--- src/hw/rtl/esc_pkg.sv ---
// Types and fixed constants for the expiring status cache.
// No dependencies; imported by every module of the block.
`timescale 1ns / 1ps
`default_nettype none

package esc_pkg;

  localparam int unsigned TIME_W       = 32;
  localparam int unsigned CFG_W        = 16;
  localparam int unsigned SLOT_W       = 4;
  localparam int unsigned STATUS_OUT_W = 16;

  localparam logic [CFG_W-1:0] EXPIRY_RESET = 16'd30;

  typedef enum logic [1:0] {
    MODE_LOOKUP = 2'd0,
    MODE_INSERT = 2'd1,
    MODE_INVAL  = 2'd2
  } mode_e;

  typedef enum logic [1:0] {
    ST_IDLE,
    ST_SCAN,
    ST_DONE
  } state_e;

  // Control part of the scan token that walks the cell chain.
  typedef struct packed {
    logic  vld;
    mode_e mode;
    logic  found;       // lookup hit or invalidate match seen upstream
    logic  free_found;  // insert: free entry seen upstream
  } scan_ctrl_t;

endpackage

`default_nettype wire

--- src/hw/rtl/esc_cell.sv ---
// One cache entry plus one stage of the scan token chain.
// Depends on esc_pkg.
`timescale 1ns / 1ps
`default_nettype none

module esc_cell import esc_pkg::*; #(
  parameter int unsigned KEY_BITS    = 32,
  parameter int unsigned STATUS_BITS = 16,
  parameter int unsigned IDX_W       = 4,
  parameter int unsigned INDEX       = 0
) (
  input  wire logic                   clk_i,
  input  wire logic                   rst_ni,
  input  wire logic [CFG_W-1:0]       expiry_i,
  // token from the upstream neighbour
  input  wire scan_ctrl_t             ctl_i,
  input  wire logic [KEY_BITS-1:0]    key_i,
  input  wire logic [TIME_W-1:0]      now_i,
  input  wire logic [IDX_W-1:0]       slot_i,
  input  wire logic [TIME_W-1:0]      age_i,
  input  wire logic [STATUS_BITS-1:0] st_i,
  // token to the downstream neighbour
  output scan_ctrl_t                  ctl_o,
  output logic [KEY_BITS-1:0]         key_o,
  output logic [TIME_W-1:0]           now_o,
  output logic [IDX_W-1:0]            slot_o,
  output logic [TIME_W-1:0]           age_o,
  output logic [STATUS_BITS-1:0]      st_o,
  // write-back bus
  input  wire logic                   wr_en_i,
  input  wire mode_e                  wr_mode_i,
  input  wire logic [IDX_W-1:0]       wr_slot_i,
  input  wire logic [KEY_BITS-1:0]    wr_key_i,
  input  wire logic [STATUS_BITS-1:0] wr_status_i,
  input  wire logic [TIME_W-1:0]      wr_now_i
);

  localparam logic [IDX_W-1:0] MY_IDX = IDX_W'(INDEX);

  logic                   valid_q;
  logic [KEY_BITS-1:0]    key_q;
  logic [STATUS_BITS-1:0] status_q;
  logic [TIME_W-1:0]      stamp_q;

  scan_ctrl_t             ctl_d, ctl_q;
  logic [KEY_BITS-1:0]    tkey_q;
  logic [TIME_W-1:0]      tnow_q;
  logic [IDX_W-1:0]       slot_d, slot_q;
  logic [TIME_W-1:0]      age_d, age_q;
  logic [STATUS_BITS-1:0] st_d, st_q;

  logic [TIME_W-1:0]      age;
  logic                   key_hit;
  logic                   wr_me;

  assign age     = now_i - stamp_q;
  assign key_hit = valid_q && (key_q == key_i);
  assign wr_me   = wr_en_i && (wr_slot_i == MY_IDX);

  always_comb begin
    ctl_d  = ctl_i;
    slot_d = slot_i;
    age_d  = age_i;
    st_d   = st_i;
    if (ctl_i.vld) begin
      unique case (ctl_i.mode)
        MODE_LOOKUP: begin
          if (!ctl_i.found && key_hit && (age < TIME_W'(expiry_i))) begin
            ctl_d.found = 1'b1;
            slot_d      = MY_IDX;
            st_d        = status_q;
          end
        end
        MODE_INSERT: begin
          if (!ctl_i.free_found) begin
            if (!valid_q) begin
              ctl_d.free_found = 1'b1;
              slot_d           = MY_IDX;
            end else if ((INDEX == 0) || (age > age_i)) begin
              // oldest so far; strict compare keeps the lower index on a tie
              slot_d = MY_IDX;
              age_d  = age;
            end
          end
        end
        MODE_INVAL: begin
          if (!ctl_i.found && key_hit) begin
            ctl_d.found = 1'b1;
            slot_d      = MY_IDX;
          end
        end
        default: ;
      endcase
    end
  end

  // token stage
  always_ff @(posedge clk_i or negedge rst_ni) begin
    if (!rst_ni) begin
      ctl_q <= '0;
    end else begin
      ctl_q <= ctl_d;
    end
  end

  always_ff @(posedge clk_i) begin
    tkey_q <= key_i;
    tnow_q <= now_i;
    slot_q <= slot_d;
    age_q  <= age_d;
    st_q   <= st_d;
  end

  // entry storage
  always_ff @(posedge clk_i or negedge rst_ni) begin
    if (!rst_ni) begin
      valid_q <= 1'b0;
    end else if (wr_me) begin
      unique case (wr_mode_i)
        MODE_INSERT: valid_q <= 1'b1;
        MODE_INVAL:  valid_q <= 1'b0;
        default:     valid_q <= valid_q;
      endcase
    end
  end

  always_ff @(posedge clk_i) begin
    if (wr_me) begin
      unique case (wr_mode_i)
        MODE_LOOKUP: stamp_q <= wr_now_i;
        MODE_INSERT: begin
          key_q    <= wr_key_i;
          status_q <= wr_status_i;
          stamp_q  <= wr_now_i;
        end
        default: ;
      endcase
    end
  end

  assign ctl_o  = ctl_q;
  assign key_o  = tkey_q;
  assign now_o  = tnow_q;
  assign slot_o = slot_q;
  assign age_o  = age_q;
  assign st_o   = st_q;

endmodule

`default_nettype wire

--- config.mk ---
export PLATFORM = sky130hd
export DESIGN_NAME = esc_cell
export DESIGN_NICKNAME = d
export VERILOG_FILES = /design/src/hw/rtl/esc_pkg.sv /design/src/hw/rtl/esc_cell.sv
export SDC_FILE = /design/constraint.sdc
export NUM_CORES = 1
export LEC_CHECK = 0
export BUFFER_PORTS_ARGS = -buffer_cell sky130_fd_sc_hd__buf_2
export CELL_PAD_IN_SITES_DETAIL_PLACEMENT = 1
export CELL_PAD_IN_SITES_GLOBAL_PLACEMENT = 2
export CORE_MARGIN = 2
export CORE_UTILIZATION = 28
export CTS_BUF_LIST = sky130_fd_sc_hd__clkbuf_4
export CTS_CLUSTER_DIAMETER = 40
export DETAILED_ROUTE_END_ITERATION = 10
export GPL_ROUTABILITY_DRIVEN = 0
export GPL_TIMING_DRIVEN = 0
export HOLD_SLACK_MARGIN = 0.08
export PLACE_DENSITY_LB_ADDON = 0.1
export SLEW_MARGIN = 20
export SYNTH_ARGS = -nofsm -noshare
export SYNTH_HDL_FRONTEND = slang
export SYNTH_SLANG_ARGS = --single-unit
export TNS_END_PERCENT = 10
--- constraint.sdc ---
create_clock -name clk_i -period 4.9 [get_ports clk_i]
set_clock_uncertainty 0.05 [all_clocks]
set_input_delay 0.245 -clock clk_i [delete_from_list [all_inputs] [get_ports clk_i]]
set_output_delay 0.245 -clock clk_i [all_outputs]
set_load 0.05 [all_outputs]
## Yosys cells after proc, flatten, opt, wreduce, memory -nomap -nowiden

Cells that the tools add are included.

- Register bits: 202
- Input bits: 226
- Output and inout port bits: 121

- $add $sub $neg: 1
- Order comparisons: 1
- Equality and inequality tests: 5
- Muxes and demuxes: 20
- Reduce and logical (&&, ||, !) cells: 13

Operator list:

| cell | number |
|---|---|
| 32-bit two-way mux | 4 |
| 16-bit two-way mux | 3 |
| 32-bit equality test | 1 |
| 32-bit by 16-bit less-than comparator with 1-bit output | 1 |
| 32-bit subtractor | 1 |
| 4-bit two-way mux | 4 |
| 4-bit one-hot mux with 3 select lines | 1 |
| 2-bit AND reduction | 3 |
| 1-bit two-way mux | 5 |
| 2-bit by 1-bit equality test with 1-bit output, second input constant | 2 |
| 2-bit equality test, second input constant | 2 |
| 1-bit logical AND | 4 |
| 2-bit logical NOT | 2 |
| 4-bit logical NOT | 1 |
| 1-bit one-hot mux with 2 select lines | 2 |
| 2-bit two-way mux | 1 |
| 2-bit nonzero test | 1 |
| 2-bit OR reduction | 1 |
| 1-bit logical NOT | 1 |

## Depth between registers and ports, before layout

- Word-level depth: 7
- Gate-level depth with buffers: 23
- Mapped depth without buffers: 22

## Least setup slack after synthesis

OpenSTA, ideal clock, no wires.

- Path type: register -> register
- From: reg stamp_q[4]
- To: reg st_q[10] (netlist: st_o[10])
- Arrival time: 4.520 ns
- Required time: 4.729 ns
- Slack: 0.209 ns
- Stages on the path, launching flop included: 24
- Path buffers: 2
- Cells stage by stage: edfxtp_1 inv_1 ha_1 and2_4 a221o_1 o21ai_0 inv_1 o21ai_0 nand2b_1 a21o_1 a21oi_1 xnor2_1 ha_1 nand4_1 nor2_1 a211o_1 a221o_1 o21ai_0 o2111a_1 nand4_1 or4_1 buf_6 buf_12 mux2_4

- Cells in the longest elaborated chain, start to end: 6

Ends and longest elaborated chain:

| element | RTL line | RTL |
|---|---|---|
| start, declared | esc_cell.sv:43 | `logic [TIME_W-1:0] stamp_q;` |
| start signal, assigned | esc_cell.sv:130 | `MODE_LOOKUP: stamp_q <= wr_now_i;` |
| start signal, assigned | esc_cell.sv:134 | `stamp_q <= wr_now_i;` |
| 32-bit subtractor | esc_cell.sv:56 | `assign age = now_i - stamp_q;` |
| 32-bit by 16-bit less-than comparator with 1-bit output | esc_cell.sv:68 | `if (!ctl_i.found && key_hit && (age < TIME_W'(expiry_i))) begin` |
| 1-bit logical AND | esc_cell.sv:68 |  |
| 16-bit two-way mux | esc_cell.sv:68 |  |
| 16-bit two-way mux | esc_cell.sv:66 | `unique case (ctl_i.mode)` |
| 16-bit two-way mux | esc_cell.sv:65 | `if (ctl_i.vld) begin` |
| via st_d[10] | esc_cell.sv:50 | `logic [STATUS_BITS-1:0] st_d, st_q;` |
| end signal, assigned | esc_cell.sv:111 | `st_q <= st_d;` |
| end, declared | esc_cell.sv:50 |  |

The timed path passes the listed nets, and every way through them passes these cells.
A chain may end at the register's enable or synchronous reset.

## Final worst setup path

- From: reg stamp_q[3]
- To: reg st_q[10] (netlist: st_o[10])

Same word-level chain as after synthesis.

==> metrics.cfg <==
[worst_setup_path]
r2r_setup_slack_ns = 0.06
crit_type = reg -> reg
cp_common_cell = o21ai_1
critPathMaxFanout = 10
cp_top_family = compound AO/OA/AOI/OAI gates
crit_chain = inv_2 -> ha_4 -> and2_4 -> a221o_1 -> o21ai_1 -> inv_1 -> o21ai_1 -> nand2b_1 -> a21o_1 -> a21oi_2 -> xnor2_2 -> ha_1 -> nand3_1 -> nand2_1 -> a211o_1 -> a221o_1 -> o21ai_1 -> o2111a_1 -> nand4_1 -> or4_4 -> buf_12 -> mux2_4
cp.required_ns = 5.42
end_kind = flip-flop
crit_path_top_delay_cell = or4_4
critPathBufInv = 3
reg2reg_to = st_o[10]
start_kind = flip-flop
critPathArrivalTime_ns = 5.36
cpPeakStageDelay_ns = 0.53
rr_worst_depth = 22
reg2reg_from = stamp_q[3]

[layout]
drive_above_1_share_pct = 38.7
nNetsFinal = 1609
layoutNonFillerInstCount = 1781
fin_util_pct = 45.4
num-fill-cells = 3413
area_growth_pct = 60.9
fin_area_mm2 = 0.0138

[placement]
dpl.cell_count = 1459
postPlaceCellArea_mm2 = 0.0109
hpwl_um = 23300
numPortBuffers = 346

[timing]
hold_viol = 0
tightestPinTransition_ns = 0.906
drv_slew = 0
final.setup.tns_ns = 0
fin_crit_sh_pct = 98.8
rsz0062_at_grt = yes
finalSetupViolCount = 0
fin_crit_ns = 4.84
max_freq_mhz = 207
max_slew_margin_pct = 39.0

[detailed_routing]
drt-total-wl_um = 30800
drtIter0Drc = 223
dr_total_vias = 7904
wl_per_cell_um = 17.3
drtPass1Iterations = 4
ant_nets = 0
viasPerCell = 4.44
drc_errors = 0

[clock_tree]
clock_latency_ns = 0.68
clkTransAtPathRegs_ns = 0.06
h-tree-depth = 2
cts_made_buffers = 56
clockBufferDepth = 3
cts.sinks = 202
cts_tree = done
cts_root_buf = clkbuf_4

[global_route]
grt_max_degree = 26
track_usage_pct = 18.7
antenna_found_initial = 5
grt_pass1_vias = 8447
grt_pass1_wl_um = 45600
grt_remaining_overflow = 0

[logic_synthesis]
syn_area_per_cell_um2 = 12.0
synth_top_area_share_pct = 28.0
netlist_instances = 715
synth_ff_type = dfxtp_1
async_reset_ff_share_pct = 2.97
syn_nets = 991
synth_seq_area_share_pct = 56.8
yosysTopAreaCell = edfxtp_1
synth_edf_count = 80
ys_seq_elements = 202
synth_area_leaders = edfxtp_1 28%, dfxtp_1 27%, ha_1 7.1%, mux2_2 3.9%, xnor2_1 3.0%
ys_types = 74
ys_warn_count = 0
synth.cell_area_mm2 = 0.00859

[power]
p_switching_mw = 1.22
p_per_area_mw_per_mm2 = 306
seqPwrFrac_pct = 43.1
internal_power_mw = 3.01
clkPwrFrac_pct = 37.7
power_leakage_nw = 6.30
totalPowerFinal_mw = 4.23
netSwitchingFraction_pct = 28.9
ir_worst_vdd_mv = 0.149
comb_power_share_pct = 19.2

[floorplanning]
die_x_um = 179
coreArea_mm2 = 0.0304
io-pin-count = 347
die_h_um = 179
die-area_mm2 = 0.0321
start_util_pct = 28.2
row_count = 64

[worst_hold_path]
hp-class = in -> reg
whs_path_depth = 2
hold-path-endpoint = now_o[10]
holdCritStartpoint = now_i[10]

[status]
status = complete, no violations

[job]
drv_cap = 0

-- cell usage after synthesis (6+ instances only) --
library cell	count
dfxtp_1	116
edfxtp_1	80
inv_1	59
ha_1	49
nand2_1	46
mux2_2	30
xnor2_1	29
nor2_1	28
a21oi_1	27
o21ai_0	27
xor2_1	23
nand4_1	14
nor3_1	12
mux2_4	10
nor4_1	10
nand3_1	9
a21o_1	8
a21oi_2	8
o211ai_1	8
and3_1	7
a211oi_1	6
buf_4	6
dfrtp_1	6
o21a_1	6
-- worst reg2reg max path: stages, from the launching register on --
cell      delay, ns
edfxtp_1       0.38
inv_2          0.07
ha_4           0.21
and2_4         0.18
a221o_1        0.34
o21ai_1        0.14
inv_1          0.09
o21ai_1        0.13
nand2b_1       0.10
a21o_1         0.20
a21oi_2        0.16
xnor2_2        0.10
ha_1           0.32
nand3_1        0.09
nand2_1        0.05
a211o_1        0.29
a221o_1        0.30
o21ai_1        0.14
o2111a_1       0.22
nand4_1        0.18
or4_4          0.53
buf_12         0.19
mux2_4         0.30
-- area by class of cell --
type | instances | area [um2] | share of cell area (%)
multi-input combinational | 437 | 3440 | 24.9
buffer | 16 | 113 | 0.815
clock inverter | 20 | 114 | 0.824
sequential | 202 | 4870 | 35.3
inverter | 59 | 221 | 1.60
timing repair buffer | 561 | 3900 | 28.3
antenna | 4 | 10.0 | 0.0724
tap | 396 | 495 | 3.59
clock buffer | 86 | 646 | 4.67
-- cells in the final DEF, fill, tap and decap left out, drive strengths merged, types with 28 or more instances in the layout --
master / Yosys / final
ha: 49 / 49
clkbuf: 6 / 92
dlygate4sd3: 0 / 207
buf: 11 / 364
nor2: 28 / 28
o21ai: 32 / 32
dfxtp: 116 / 116
xnor2: 29 / 29
edfxtp: 80 / 80
inv: 59 / 61
nand2: 46 / 46
a21oi: 35 / 35
mux2: 40 / 40
-- per-layer routing --
metal	vias up	wire (um)	track usage, %
li1	3872	-	-
met1	3712	11700	20.2
met2	272	16200	35.3
met3	46	2290	4.83
met4	2	640	6.12
met5	-	18	0
-- logic make-up after synthesis --
logic type | count (synthesis) | synth area share, %
mux | 41 | 5.80
simple gates | 155 | 9.19
fa+ha+maj | 50 | 7.37
buf+inv | 76 | 4.02
xor+xnor | 52 | 5.30
flops | 202 | 56.8
compound gates | 139 | 11.5
-- worst max-delay path by stage --
stage | start | end | slack [ns] | depth (start not counted)
after floorplan | stamp_q[4] | st_o[10] | 0.21 | 23
after global placement | now_i[3] | st_o[11] | -0.61 | 23
after detailed placement | now_i[3] | st_o[5] | -0.60 | 23
after CTS | stamp_q[3] | st_o[14] | -0.0004 | 22
after global routing | stamp_q[3] | st_o[10] | -0.18 | 22
final | stamp_q[3] | st_o[10] | 0.06 | 22
-- flip-flops by register name (all words and copies together) (netlist names) --
register,cells
valid_q,1
ctl_o,5
age_o,32
slot_o,4
stamp_q,32
status_q,16
now_o,32
key_o,32
key_q,32
st_o,16
-- metrics by stage --
stage,hold slack (ns),setup slack [ns]
after floorplan,-0.101,0.209
after global placement,0.0234,-0.610
after detailed placement,0.0277,-0.598
after CTS,0.0973,-0.000415
after global routing,0.121,-0.177
final,0.180,0.0581
-- what timing repair did --
action                                  in CTS  in global routing
hold endpoints to repair                   208                  0
endpoints found under the setup margin      20                 20
hold buffers                               207                  0
resized for setup                           13                  2
setup buffers                                6                  0
pin swaps                                    7                  1
-- power groups by stage --
| stage | Combinational [mW] | Sequential, mW | Clock [mW] |
|---|---|---|---|
| 6_report | 0.813 | 1.82 | 1.59 |
| 3_5_place_dp | 0.669 | 1.86 | 0 |
| 3_3_place_gp | 0.661 | 1.86 | 0 |
| 2_1_floorplan | 0.227 | 2.05 | 0 |
| 4_1_cts | 0.819 | 1.82 | 1.65 |
| 5_1_grt | 0.882 | 1.83 | 1.74 |
No activity file was read; power rests on OpenSTA's default activity.
